<file path="src/design/brmg_pkg.sv">
// shared types, constants and sequencing helpers for the bilinear root mapper
package brmg_pkg;

  localparam int DEF_WORD_BITS = 32;
  localparam int DEF_FRAC_BITS = 16;
  localparam int MUL_DIGIT     = 16;

  localparam logic CFG_GAIN_REAL = 1'b0;
  localparam logic CFG_GAIN_IMAG = 1'b1;

  typedef enum logic [2:0] {
    ST_IDLE,
    ST_SETUP,
    ST_MUL,
    ST_MEND,
    ST_DSTART,
    ST_DWAIT,
    ST_CLIP,
    ST_OUT
  } state_t;

  typedef enum logic [3:0] {
    SP_AA,
    SP_BB,
    SP_TT,
    SP_MR,
    SP_MI,
    SP_FR,
    SP_FI,
    SP_GR1,
    SP_GR2,
    SP_GI1,
    SP_GI2
  } step_t;

  typedef struct packed {
    logic start;
    logic done;
  } div_ctl_t;

  // state that carries out a given step
  function automatic state_t step_state(step_t s, logic div_fac);
    state_t r;
    case (s)
      SP_AA, SP_BB, SP_TT, SP_GR1, SP_GR2, SP_GI1, SP_GI2: r = ST_MUL;
      SP_MR, SP_MI: r = ST_DSTART;
      SP_FR, SP_FI: r = div_fac ? ST_DSTART : ST_CLIP;
      default: r = ST_OUT;
    endcase
    return r;
  endfunction

endpackage

</file>
<file path="src/design/bilinear_root_map_gain.sv">
// top level: bilinear root mapping with gain factor and running complex gain
//
// channel  | direction | contents
// s_*      | in        | tdata: root_real, root_imag; tuser: is_pole, first_root
// m_*      | out       | tdata: mapped_real/imag, factor_real/imag, gain_real/imag;
//          |           | tuser: mapped_finite, saturated
// cfg_*    | in        | write enable, index, data for initial_gain_real/imag
//
// one transaction in flight; a zero runs two divisions and a pole four, each with its clip,
// on the bit-serial divider, and both run seven products on the 16-bit-digit multiplier.
// the root at minus i skips the mapping.
// reset is synchronous; it clears the sequencer, running gain and output valid.
// a stalled result holds in the output register; the next root is taken in but waits for it
// before it can finish.
module bilinear_root_map_gain #(
  parameter int WORD_BITS = brmg_pkg::DEF_WORD_BITS,
  parameter int FRAC_BITS = brmg_pkg::DEF_FRAC_BITS
) (
  input  logic                        clk,
  input  logic                        rst,
  input  logic                        s_tvalid,
  output logic                        s_tready,
  // root_real, root_imag
  input  logic [((2*WORD_BITS+7)/8)*8-1:0] s_tdata,
  // is_pole, first_root
  input  logic [1:0]                  s_tuser,
  output logic                        m_tvalid,
  input  logic                        m_tready,
  // mapped_real, mapped_imag, factor_real, factor_imag, gain_real, gain_imag
  output logic [((6*WORD_BITS+7)/8)*8-1:0] m_tdata,
  // mapped_finite, saturated
  output logic [1:0]                  m_tuser,
  input  logic                        cfg_we,
  input  logic                        cfg_index,
  input  logic [WORD_BITS-1:0]        cfg_data
);

  localparam int W    = WORD_BITS;
  localparam int F    = FRAC_BITS;
  localparam int ODW  = ((6*W+7)/8)*8;
  localparam int OW   = ((W > F + 1) ? W : F + 1) + 1;
  localparam int PW   = 2 * OW;
  localparam int AW   = PW + 2;
  localparam int NW   = ((PW + 1 > 2*F + 1) ? PW + 1 : 2*F + 1) + 1;
  localparam int XW   = NW + 2*F + 2;
  localparam int DENW = PW + 1;
  localparam int RW   = ((XW > DENW + W + 1) ? XW : DENW + W + 1) + 1;
  localparam int DG   = brmg_pkg::MUL_DIGIT;
  localparam int MS   = (OW + DG - 1) / DG;
  localparam int BP   = MS * DG;
  localparam int MIW  = (MS > 1) ? $clog2(MS) : 1;

  brmg_pkg::state_t state, state_next;
  brmg_pkg::step_t  step;

  logic [W-1:0] cfg_gr, cfg_gi;
  logic [W-1:0] cr, ci;
  logic [W-1:0] a, b;
  logic         pole;
  logic [PW-1:0] aa, bb, tt;
  logic [W-1:0] mr, mi, fr, fi, gr, gi;
  logic         sat;
  logic [AW-1:0] gacc;
  logic [PW-1:0] macc;
  logic [MIW-1:0] mcnt;

  logic [W-1:0] o_mr, o_mi, o_fr, o_fi, o_gr, o_gi;
  logic         o_fin, o_sat;

  // derived root quantities
  logic signed [OW:0] a_x, b_x, bpo;
  logic [OW-1:0] ma, mb, mt;
  logic          tneg, a_pos, a_neg, special, div_fac;

  assign a_x     = OW'(0) + {{(OW+1-W){a[W-1]}}, a};
  assign b_x     = {{(OW+1-W){b[W-1]}}, b};
  assign bpo     = b_x + ((OW+1)'(1) << F);
  assign tneg    = bpo[OW];
  assign ma      = a_x[OW] ? OW'(-a_x) : OW'(a_x);
  assign mb      = b_x[OW] ? OW'(-b_x) : OW'(b_x);
  assign mt      = tneg ? OW'(-bpo) : OW'(bpo);
  assign a_neg   = a[W-1];
  assign a_pos   = !a[W-1] && (a != '0);
  assign special = (a == '0) && (bpo == '0);
  assign div_fac = pole && !special;

  // magnitudes for the gain products
  logic [OW-1:0] m_cr, m_ci, m_fr, m_fi;
  assign m_cr = cr[W-1] ? OW'(-{{(OW-W){1'b1}}, cr}) : OW'(cr);
  assign m_ci = ci[W-1] ? OW'(-{{(OW-W){1'b1}}, ci}) : OW'(ci);
  assign m_fr = fr[W-1] ? OW'(-{{(OW-W){1'b1}}, fr}) : OW'(fr);
  assign m_fi = fi[W-1] ? OW'(-{{(OW-W){1'b1}}, fi}) : OW'(fi);

  // shared digit multiplier
  logic [OW-1:0]    mul_a, mul_b;
  logic             pneg;
  logic [BP-1:0]    b_pad;
  logic [DG-1:0]    digit;
  logic [OW+DG-1:0] prod;
  logic [AW-1:0]    term;

  always_comb begin
    mul_a = ma;
    mul_b = ma;
    pneg  = 1'b0;
    case (step)
      brmg_pkg::SP_AA: begin mul_a = ma; mul_b = ma; end
      brmg_pkg::SP_BB: begin mul_a = mb; mul_b = mb; end
      brmg_pkg::SP_TT: begin mul_a = mt; mul_b = mt; end
      brmg_pkg::SP_GR1: begin mul_a = m_cr; mul_b = m_fr; pneg = cr[W-1] ^ fr[W-1]; end
      brmg_pkg::SP_GR2: begin mul_a = m_ci; mul_b = m_fi; pneg = !(ci[W-1] ^ fi[W-1]); end
      brmg_pkg::SP_GI1: begin mul_a = m_cr; mul_b = m_fi; pneg = cr[W-1] ^ fi[W-1]; end
      brmg_pkg::SP_GI2: begin mul_a = m_ci; mul_b = m_fr; pneg = ci[W-1] ^ fr[W-1]; end
      default: ;
    endcase
  end

  assign b_pad = BP'(mul_b);
  assign digit = b_pad[mcnt*DG +: DG];
  assign prod  = (OW+DG)'(mul_a) * (OW+DG)'(digit);
  assign term  = pneg ? AW'(-AW'(macc)) : AW'(macc);

  // divider operands
  logic [NW-1:0] q_one, p_sum, num_mr;
  logic          mr_neg;
  logic [RW-1:0] div_num, div_den, div_mag;
  brmg_pkg::div_ctl_t div_ci, div_co;

  assign q_one  = NW'(1) << (2*F);
  assign p_sum  = NW'(aa) + NW'(bb);
  assign mr_neg = p_sum > q_one;
  assign num_mr = mr_neg ? p_sum - q_one : q_one - p_sum;
  assign div_den = RW'(NW'(aa) + NW'(tt));

  always_comb begin
    case (step)
      brmg_pkg::SP_MR: div_num = RW'(num_mr) << (F + 1);
      brmg_pkg::SP_MI: div_num = RW'(ma) << (2*F + 2);
      brmg_pkg::SP_FR: div_num = RW'(ma) << (2*F + 1);
      brmg_pkg::SP_FI: div_num = RW'(mt) << (2*F + 1);
      default:         div_num = '0;
    endcase
  end

  brmg_div #(
    .WORD_BITS(W),
    .RW       (RW)
  ) u_div (
    .clk    (clk),
    .rst    (rst),
    .ctl_in (div_ci),
    .num    (div_num),
    .den    (div_den),
    .ctl_out(div_co),
    .mag    (div_mag)
  );

  // shared saturation unit
  logic [AW-1:0] gmag, grnd;
  logic          cl_neg, cl_sat;
  logic [RW-1:0] cl_mag, cl_lim, cl_use;
  logic [W-1:0]  cl_val;

  assign gmag = gacc[AW-1] ? AW'(-gacc) : gacc;
  assign grnd = (gmag + (AW'(1) << (F - 1))) >> F;

  always_comb begin
    cl_neg = 1'b0;
    cl_mag = '0;
    case (step)
      brmg_pkg::SP_MR: begin cl_neg = mr_neg; cl_mag = div_mag; end
      brmg_pkg::SP_MI: begin cl_neg = a_neg; cl_mag = div_mag; end
      brmg_pkg::SP_FR: begin
        if (div_fac) begin
          cl_neg = a_pos; cl_mag = div_mag;
        end else if (!special) begin
          cl_neg = a_pos; cl_mag = RW'(ma);
        end
      end
      brmg_pkg::SP_FI: begin
        if (div_fac) begin
          cl_neg = tneg; cl_mag = div_mag;
        end else if (special) begin
          cl_neg = pole;
          cl_mag = pole ? (RW'(1) << (F - 1)) : (RW'(1) << (F + 1));
        end else begin
          cl_neg = !tneg && (mt != '0); cl_mag = RW'(mt);
        end
      end
      brmg_pkg::SP_GR2, brmg_pkg::SP_GI2: begin
        cl_neg = gacc[AW-1]; cl_mag = RW'(grnd);
      end
      default: ;
    endcase
  end

  assign cl_lim = (RW'(1) << (W - 1)) - RW'(!cl_neg);
  assign cl_sat = cl_mag > cl_lim;
  assign cl_use = cl_sat ? cl_lim : cl_mag;
  assign cl_val = cl_neg ? W'(~cl_use[W-1:0] + W'(1)) : cl_use[W-1:0];

  // sequencer
  logic accept, out_load, grp_end;
  brmg_pkg::step_t step_inc;

  assign step_inc = brmg_pkg::step_t'(step + 4'd1);
  assign grp_end  = (step == brmg_pkg::SP_GR2) || (step == brmg_pkg::SP_GI2);

  always_comb begin
    state_next = state;
    case (state)
      brmg_pkg::ST_IDLE:   if (s_tvalid) state_next = brmg_pkg::ST_SETUP;
      brmg_pkg::ST_SETUP:
        state_next = brmg_pkg::step_state(special ? brmg_pkg::SP_FR : brmg_pkg::SP_AA,
                                          div_fac);
      brmg_pkg::ST_MUL:    if (mcnt == '0) state_next = brmg_pkg::ST_MEND;
      brmg_pkg::ST_MEND:
        state_next = grp_end ? brmg_pkg::ST_CLIP : brmg_pkg::step_state(step_inc, div_fac);
      brmg_pkg::ST_DSTART: state_next = brmg_pkg::ST_DWAIT;
      brmg_pkg::ST_DWAIT:  if (div_co.done) state_next = brmg_pkg::ST_CLIP;
      brmg_pkg::ST_CLIP:
        state_next = (step == brmg_pkg::SP_GI2) ? brmg_pkg::ST_OUT
                                                : brmg_pkg::step_state(step_inc, div_fac);
      brmg_pkg::ST_OUT:    if (!m_tvalid || m_tready) state_next = brmg_pkg::ST_IDLE;
      default:             state_next = brmg_pkg::ST_IDLE;
    endcase
  end

  always_comb begin
    s_tready     = (state == brmg_pkg::ST_IDLE);
    div_ci.start = (state == brmg_pkg::ST_DSTART);
    div_ci.done  = 1'b0;
    out_load     = (state == brmg_pkg::ST_OUT) && (!m_tvalid || m_tready);
  end

  assign accept = s_tvalid && s_tready;

  always_ff @(posedge clk) begin
    if (rst) begin
      state    <= brmg_pkg::ST_IDLE;
      step     <= brmg_pkg::SP_AA;
      m_tvalid <= 1'b0;
      cfg_gr   <= W'(1) << F;
      cfg_gi   <= '0;
      cr       <= '0;
      ci       <= '0;
      mcnt     <= MIW'(MS - 1);
    end else begin
      state <= state_next;
      if (cfg_we) begin
        if (cfg_index == brmg_pkg::CFG_GAIN_REAL) cfg_gr <= cfg_data;
        if (cfg_index == brmg_pkg::CFG_GAIN_IMAG) cfg_gi <= cfg_data;
      end
      if (accept) begin
        step <= brmg_pkg::SP_AA;
        if (s_tuser[1]) begin
          cr <= cfg_gr;
          ci <= cfg_gi;
        end
      end
      if (state == brmg_pkg::ST_SETUP && special) step <= brmg_pkg::SP_FR;
      if ((state == brmg_pkg::ST_MEND && !grp_end) ||
          (state == brmg_pkg::ST_CLIP && step != brmg_pkg::SP_GI2)) begin
        step <= step_inc;
      end
      if (state == brmg_pkg::ST_MUL) mcnt <= mcnt - MIW'(1);
      else                           mcnt <= MIW'(MS - 1);
      if (out_load) begin
        m_tvalid <= 1'b1;
        cr       <= gr;
        ci       <= gi;
      end else if (m_tready) begin
        m_tvalid <= 1'b0;
      end
    end
  end

  // datapath
  always_ff @(posedge clk) begin
    if (accept) begin
      a    <= s_tdata[W-1:0];
      b    <= s_tdata[2*W-1:W];
      pole <= s_tuser[0];
      sat  <= 1'b0;
      mr   <= '0;
      mi   <= '0;
    end
    if (state == brmg_pkg::ST_MUL) begin
      macc <= ((mcnt == MIW'(MS - 1)) ? PW'(0) : (macc << DG)) + PW'(prod);
    end
    if (state == brmg_pkg::ST_MEND) begin
      case (step)
        brmg_pkg::SP_AA: aa <= macc;
        brmg_pkg::SP_BB: bb <= macc;
        brmg_pkg::SP_TT: tt <= macc;
        brmg_pkg::SP_GR1, brmg_pkg::SP_GI1: gacc <= term;
        brmg_pkg::SP_GR2, brmg_pkg::SP_GI2: gacc <= gacc + term;
        default: ;
      endcase
    end
    if (state == brmg_pkg::ST_CLIP) begin
      sat <= sat | cl_sat;
      case (step)
        brmg_pkg::SP_MR:  mr <= cl_val;
        brmg_pkg::SP_MI:  mi <= cl_val;
        brmg_pkg::SP_FR:  fr <= cl_val;
        brmg_pkg::SP_FI:  fi <= cl_val;
        brmg_pkg::SP_GR2: gr <= cl_val;
        brmg_pkg::SP_GI2: gi <= cl_val;
        default: ;
      endcase
    end
    if (out_load) begin
      o_mr  <= mr;
      o_mi  <= mi;
      o_fr  <= fr;
      o_fi  <= fi;
      o_gr  <= gr;
      o_gi  <= gi;
      o_fin <= !special;
      o_sat <= sat;
    end
  end

  assign m_tdata = ODW'({o_gi, o_gr, o_fi, o_fr, o_mi, o_mr});
  assign m_tuser = {o_sat, o_fin};

  a_busy_after_accept: assert property (@(posedge clk) disable iff (rst)
    s_tvalid && s_tready |=> !s_tready)
    else $error("input accepted again while busy");

  a_result_loaded: assert property (@(posedge clk) disable iff (rst)
    state == brmg_pkg::ST_OUT && (!m_tvalid || m_tready) |=> m_tvalid)
    else $error("finished result not presented");

  a_infinite_zero: assert property (@(posedge clk) disable iff (rst)
    m_tvalid && !m_tuser[0] |-> m_tdata[2*W-1:0] == '0)
    else $error("root at infinity with nonzero image");

  a_div_done_wait: assert property (@(posedge clk) disable iff (rst)
    div_co.done |-> state == brmg_pkg::ST_DWAIT)
    else $error("divider finished outside its wait state");

endmodule

</file>
<file path="src/design/brmg_div.sv">
// iterative restoring divider, one quotient bit per cycle, rounded, magnitude clamped on overflow
module brmg_div #(
  parameter int WORD_BITS = brmg_pkg::DEF_WORD_BITS,
  parameter int RW        = 3 * brmg_pkg::DEF_WORD_BITS + 8
) (
  input  logic                     clk,
  input  logic                     rst,
  input  brmg_pkg::div_ctl_t       ctl_in,
  input  logic [RW-1:0]            num,
  input  logic [RW-1:0]            den,
  output brmg_pkg::div_ctl_t       ctl_out,
  output logic [RW-1:0]            mag
);

  localparam int QW  = WORD_BITS + 1;
  localparam int DCW = $clog2(QW);

  logic [RW-1:0]  rem;
  logic [RW-1:0]  dsh;
  logic [QW-1:0]  quo;
  logic [DCW-1:0] cnt;
  logic           busy;
  logic           ovf;
  logic           done;
  logic [QW:0]    rnd;

  always_ff @(posedge clk) begin
    if (rst) begin
      busy <= 1'b0;
      done <= 1'b0;
    end else begin
      done <= 1'b0;
      if (ctl_in.start) begin
        busy <= 1'b1;
      end else if (busy && cnt == '0) begin
        busy <= 1'b0;
        done <= 1'b1;
      end
    end
  end

  always_ff @(posedge clk) begin
    if (ctl_in.start) begin
      rem <= num;
      dsh <= den << WORD_BITS;
      ovf <= num >= (den << (WORD_BITS + 1));
      quo <= '0;
      cnt <= DCW'(WORD_BITS);
    end else if (busy) begin
      if (rem >= dsh) begin
        rem <= rem - dsh;
        quo <= {quo[QW-2:0], 1'b1};
      end else begin
        quo <= {quo[QW-2:0], 1'b0};
      end
      dsh <= dsh >> 1;
      cnt <= cnt - DCW'(1);
    end
  end

  assign rnd = ((QW+1)'(quo) + (QW+1)'(1)) >> 1;
  assign mag = ovf ? (RW'(1) << WORD_BITS) : RW'(rnd);

  always_comb begin
    ctl_out.start = 1'b0;
    ctl_out.done  = done;
  end

endmodule

</file>
<file path="config.mk">
export PLATFORM = sky130hd
export DESIGN_NAME = bilinear_root_map_gain
export DESIGN_NICKNAME = d
export VERILOG_FILES = /design/src/design/brmg_pkg.sv /design/src/design/bilinear_root_map_gain.sv /design/src/design/brmg_div.sv
export SDC_FILE = /design/constraint.sdc
export NUM_CORES = 2
export LEC_CHECK = 0
export BUFFER_PORTS_ARGS = -buffer_cell sky130_fd_sc_hd__buf_2
export CAP_MARGIN = 20
export CORE_ASPECT_RATIO = 0.7
export CORE_MARGIN = 2
export CORE_UTILIZATION = 50
export CTS_CLUSTER_SIZE = 20
export DETAILED_ROUTE_END_ITERATION = 8
export PLACE_DENSITY = 0.67
export SLEW_MARGIN = 10
export SYNTH_ARGS = -nofsm -noshare
export SYNTH_HDL_FRONTEND = slang
export SYNTH_SLANG_ARGS = --single-unit
</file>
<file path="constraint.sdc">
create_clock -name clk -period 13.1 [get_ports clk]
set_input_delay 0.655 -clock clk [delete_from_list [all_inputs] [get_ports clk]]
set_output_delay 0.655 -clock clk [all_outputs]
set_load 0.02 [all_outputs]
</file>
Yosys cells after proc, flatten, opt, wreduce, memory -nomap -nowiden
Cells that the tools add are included.

Word-level logic and storage cells: 254. Flip-flop bits (word level): 1170.

Eq/ne operators: 43. $add $sub $neg: 24. Mux-type cells: 69. Bitwise logic cells: 8. Shift operators: 1. Magnitude comparators: 4. Multipliers: 1. Reductions and logical operators: 65.

Operators by type and width (number): 103-bit 2-to-1 mux (7); 32-bit 2-to-1 mux (14); 103-bit case mux with 4 select lines (1); 85-bit case mux with 4 select lines (1); 33-bit 2-to-1 mux (10); 33-bit case mux with 4 select lines (2); 68-bit 2-to-1 mux (3); 33-bit negation (5); 68-bit case mux with 2 select lines (1); 66-bit by 66-bit adder with 67-bit output (2); 103-bit greater-or-equal comparator (1); 103-bit greater-than comparator (1); 103-bit subtractor (1); 85-bit by 100-bit greater-or-equal comparator with 1-bit output (1); 68-bit by 16-bit adder with 68-bit output, second input constant (1); 68-bit adder (1); 66-bit negation with 68-bit output (1); 68-bit negation (1); 33-bit by 67-bit subtractor with 68-bit output, first input constant (1); 67-bit by 33-bit subtractor with 68-bit output, second input constant (1); 67-bit by 33-bit greater-than comparator with 1-bit output, second input constant (1); 66-bit by 49-bit adder with 66-bit output (1); 66-bit 2-to-1 mux (1); 32-bit negation with 33-bit output (2); other kinds (51) (154).

Depth between registers and ports, before layout
Depth after elaboration: 17. Depth in mapped cells: 47. Gate-level depth less buffers: 44.

Cells and area by module
A second synthesis with hierarchy kept.

Cell total of the unflattened synthesis: 10713. Area, all modules: 96665.2 µm².

By module, submodules not included: bilinear_root_map_gain (cells each 8280, seq. area each 25664.6 µm², area each 76696.1 µm², times used 1); brmg_div (cells each 2433, seq. area each 6716.4 µm², area each 19969.2 µm², times used 1).

Worst setup path before layout
OpenSTA, ideal clock, no wires.

Kind: flip-flop to flip-flop. Start point: reg fr[11]. End point: reg macc[65] (data pin). Clock period less this slack: 10818 ps. Arrival: 10552 ps. Slack: 2282 ps. Cell stages (with the launch flop): 36. Path through: edfxtp_1 > or4_1 > or3_1 > nand2b_1 > or4_1 > or4_1 > o31ai_1 > xor2_1 > o221ai_1 > o311ai_0 > clkbuf_1 > nor2_1 > fa_1 > fa_1 > fa_1 > inv_1 > fa_1 > inv_1 > fa_1 > fa_1 > ha_1 > a2111oi_0 > o21ai_0 > and3b_1 > a21oi_1 > nor4b_1 > nand2b_1 > a211oi_1 > o31ai_1 > a31oi_1 > a311oi_1 > o311ai_0 > a21o_1 > nand4_1 > xor2_1 > nor2_1.

Cells in the longest elaborated chain, start to end: 6.

RTL lines: from (decl) (line bilinear_root_map_gain.sv:61) `logic [W-1:0] mr, mi, fr, fi, gr, gi;`; from (signal assigned) (line bilinear_root_map_gain.sv:306) `brmg_pkg::SP_FR: fr <= cl_val;`; 33-bit negation (line bilinear_root_map_gain.sv:91) `assign m_fr = fr[W-1] ? OW'(-{{(OW-W){1'b1}}, fr}) : OW'(fr);`; 33-bit 2-to-1 mux (*) (line bilinear_root_map_gain.sv:91); 33-bit case mux with 4 select lines (*) (line bilinear_root_map_gain.sv:106) `case (step)`; 48-bit by 7-bit variable part select with 16-bit output (*) (line bilinear_root_map_gain.sv:119) `assign digit = b_pad[mcnt*DG +: DG];`; 33-bit by 16-bit multiplier with 49-bit output (*) (line bilinear_root_map_gain.sv:120) `assign prod = (OW+DG)'(mul_a) * (OW+DG)'(digit);`; 66-bit by 49-bit adder with 66-bit output (*) (line bilinear_root_map_gain.sv:289) `macc <= ((mcnt == MIW'(MS - 1)) ? PW'(0) : (macc << DG)) + PW'(prod);`; to (signal assigned) (line bilinear_root_map_gain.sv:289); to (decl) (line bilinear_root_map_gain.sv:64) `logic [PW-1:0] macc;`.

Mark *: on every way between the ends. The rest lies on a longest branch, timed or not. A chain may end at the register's enable or synchronous reset.

Worst setup path in the final report
Start point: reg b[3]. End point: reg macc[65] (data pin).

Cells in the longest elaborated chain, start to end: 7. Elaborated cells on any way between the ends: 10. Those cells by class: add/sub: 4; mul: 1; shift: 1; mux: 4.

RTL lines: from (decl) (line bilinear_root_map_gain.sv:58) `logic [W-1:0] a, b;`; from (signal assigned) (line bilinear_root_map_gain.sv:282) `b <= s_tdata[2*W-1:W];`; 32-bit by 18-bit adder with 33-bit output (line bilinear_root_map_gain.sv:77) `assign bpo = b_x + ((OW+1)'(1) << F);`; 33-bit negation (line bilinear_root_map_gain.sv:81) `assign mt = tneg ? OW'(-bpo) : OW'(bpo);`; 33-bit 2-to-1 mux (line bilinear_root_map_gain.sv:81); 33-bit case mux with 4 select lines (line bilinear_root_map_gain.sv:106); 48-bit by 7-bit variable part select with 16-bit output (line bilinear_root_map_gain.sv:119); 33-bit by 16-bit multiplier with 49-bit output (*) (line bilinear_root_map_gain.sv:120); 66-bit by 49-bit adder with 66-bit output (*) (line bilinear_root_map_gain.sv:289).

Marked as above.

==> reports/metrics.csv <==
stage,metric,value,unit
layout,drive_gt1_frac,0.08560,
logic_synthesis,yosysWarnings,0,
die,dieHeight,365.6,µm
route,dr_total_vias,82640,
global_routing,grt_use_total,0.3715,
route,drt-total-wl,362.2,mm
sta,max_slew_margin,0.1013,
cts,cts_num_sinks,1166,
cts,path_clk_slew,0.07,ns
place,dp_hpwl,287.9,mm
place,preCtsSetupSlack,1.040,ns
logic_synthesis,synth_flop_cell,edfxtp_1,
sta,setup_viol,0,
critical_path,cp_num_buf_inv,5,
global_routing,grt_max_degree,160,
cts,cts.repair.resized,0,
critical_path,critical_path.top_delay_family,compound AO/OA/AOI/OAI gates,
place,gp_congestion,1.046,
cts,clkLatencyLatePin,0.79,ns
global_routing,grt_pass1_vias,75210,
critical_path,crit_fanout,24,
logic_synthesis,yosysUniqueCellTypes,104,
layout,nets,11440,
critical_path,worstSetupStartpointType,register,
logic_synthesis,ys_seq_area_frac,0.3454,
cts,cts_tree,built,
global_routing,grt_overflow,0,
global_routing,antenna_found_initial,37,
outcome,violations,DRC,
route,drtIter0Drc,12390,
sta,tns,0,ns
layout,multi_input_area,56570,µm²
logic_synthesis,synth_edf_count,891,
sta,finalCritPeriodShare,0.9420,
logic_synthesis,synthTopCellsByArea,"edfxtp_1, fa_1, ha_1, dfxtp_1, nand2_1",
sta,final_max_slew_viol_count,0,
cts,cts-root-buf,clkbuf_16,
critical_path,cp_slowest_stage_delay,0.77,ns
layout,stdcell_area,102400,µm²
place,io_buffers,299,
route,dr.pass1.iters,9,
power,p_total,11.88,mW
global_routing,grt_most_used_layer,met1,
critical_path,crit_top_cell,fa_1,
logic_synthesis,synth_area,93410,µm²
cts,cts_setup_buffers,0,
critical_path,crit_type,register to register,
route,antenna_left,0,
cts,ctsHoldBuffers,0,
layout,synthToLayoutAreaGrowth,9.651,%
layout,nFillCells,16610,
logic_synthesis,synth.most_common_cell,nand2_1,
outcome,outcome,"finished, violations left",
hold_path,worstHoldPathType,primary input to register,
cts,htree_levels,3,
die,pin_count,300,
sta,worst_pin_slew,1.338,ns
logic_synthesis,ys_top_cells_by_count,"nand2_1, edfxtp_1, nor2_1",
sta,hold_viol,0,
route,wire_per_inst,28.05,µm
power,worst_ir_drop_vdd,125.0,µV
die,dieArea,190400,µm²
power,total_leakage_power,41.36,nW
flow_run,max-cap-violations,0,
cts,clock_tree.buffer_depth,3,
global_routing,grt_pass1_wl,519.9,mm
critical_path,required,13.60,ns
global_routing,grtUsageMet2,0.4757,
die,core_area,185300,µm²
sta,fin_ws,0.7598,ns
logic_synthesis,syn_area_per_cell,9.222,µm²
logic_synthesis,synth_top_area_cell,edfxtp_1,
critical_path,cp_slowest_cell,o22ai_1,
die,start_util,0.5041,
logic_synthesis,synthArstFlopShare,0,
logic_synthesis,synth-seq-cells,1166,
cts,numCtsBuffers,120,
global_routing,gr-usage-met3,0.1269,
critical_path,cp-end-kind,register,
route,viasPerCell,6.399,
sta,rsz0062_at_grt,false,
critical_path,worst_ep_arrival_time,12.84,ns
layout,seq_area,32260,µm²
place,place_area,98310,µm²
logic_synthesis,synth_top_area_frac,0.2864,
sta,clock_skew,0.04258,ns
sta,fmax,81.04,MHz
global_routing,use_met1,0.5786,
route,drc_errors,1,
logic_synthesis,syn_inst,10130,
sta,period_needed,12.34,ns
die,dieWidth,520.6,µm
power,power_density,116.0,nW/µm²
die,rows,132,
-- worst paths after layout --
| path | cells past startpoint | endpoint | slack (ns) | from |
|---|---|---|---|---|
| hold reg to reg | 0 | o_mr[0] | 0.42 | mr[0] |
| setup / recovery | 38 | macc[65] | 0.76 | b[3] |
| setup reg to reg | 38 | macc[65] | 0.76 | b[3] |
| hold / removal | 1 | a[21] | 0.04 | s_tdata[21] |
-- metal layers --
metal | routed length [µm] | vias up
met5 | 230 | -
met3 | 53130 | 532
li1 | - | 36450
met4 | 11030 | 8
met1 | 162600 | 40600
met2 | 135300 | 5048
-- where the power goes --
part | switching [mW] | leakage [nW] | internal, mW | total (mW)
sequential | 0.333 | 10.5 | 4.22 | 4.55
clock | 1.63 | 1.90 | 1.89 | 3.52
combinational | 2.52 | 29.0 | 1.30 | 3.81
total | 4.48 | 41.4 | 7.41 | 11.9
-- cell families after synthesis --
| group | after synthesis | share of synthesized area |
|---|---|---|
| AND/OR/NAND/NOR | 3242 | 0.1669 |
| AO/OA/AOI/OAI | 2473 | 0.1725 |
| buffers and inverters | 1318 | 0.05335 |
| flip-flops | 1166 | 0.3454 |
| adder cells (fa/ha/maj) | 1013 | 0.1734 |
| XOR/XNOR | 738 | 0.06920 |
| multiplexers | 177 | 0.01922 |
| other | 2 | 0.00008040 |
-- layout by cell type, fill, tap and decap left out, drive strengths merged, types with 31 or more instances in the layout --
cell	n
o221ai	48
inv	841
and3	75
o31ai	125
ha	544
nand2	965
clkbuf	149
mux2i	158
or2	49
buf	535
o21ai	505
fa	469
nand2b	149
edfxtp	891
a22o	63
o22ai	77
or4	75
nor2b	146
nand3	232
and2	100
nand4	123
xor2	360
nor2	866
or3	92
a211oi	127
o21bai	56
dfxtp	275
a21o	264
and4	31
nor4	86
clkinv	53
o41ai	45
xnor2	378
nor3	172
o211ai	43
o21a	60
a31oi	66
a21oi	682
-- area by class of cell --
type	count	area share
multi-input combinational	7660	0.5523
sequential	1166	0.3150
timing repair buffer	538	0.03324
clock buffer	147	0.03080
inverter	834	0.03060
tap	2479	0.03028
clock inverter	76	0.007488
antenna	13	0.0003176
-- registers in the layout (all words and copies together) (netlist names), 33 cells and up --
name,cells
tt,66
bb,66
gacc,68
aa,66
u_div.quo,33
macc,66
u_div.rem,103
u_div.dsh,99
-- stage by stage --
step / hold WS [ns] / util / instances
3_3_place_gp: 0.4165 / 0.5302 / 12660
3_5_place_dp: 0.4164 / 0.5305 / 12660
5_1_grt: 0.02629 / 0.5526 / 12900
4_1_cts: 0.01294 / 0.5517 / 12890
6_report: 0.04208 / 0.5527 / 12910
2_1_floorplan: 0.4081 / - / 10140
-- worst reg2reg max path: cells and delay by family, from the launching register on --
kind | cells | cell delay [ns]
AOI/OAI and AO/OA | 11 | 3.51
xor gates and xnor gates | 2 | 0.36
adders and majority gates | 7 | 3.47
buffers and inverters | 5 | 0.72
DFF | 1 | 0.52
and+or+nand+nor | 13 | 3.49
No activity file was read; power rests on OpenSTA's default activity.
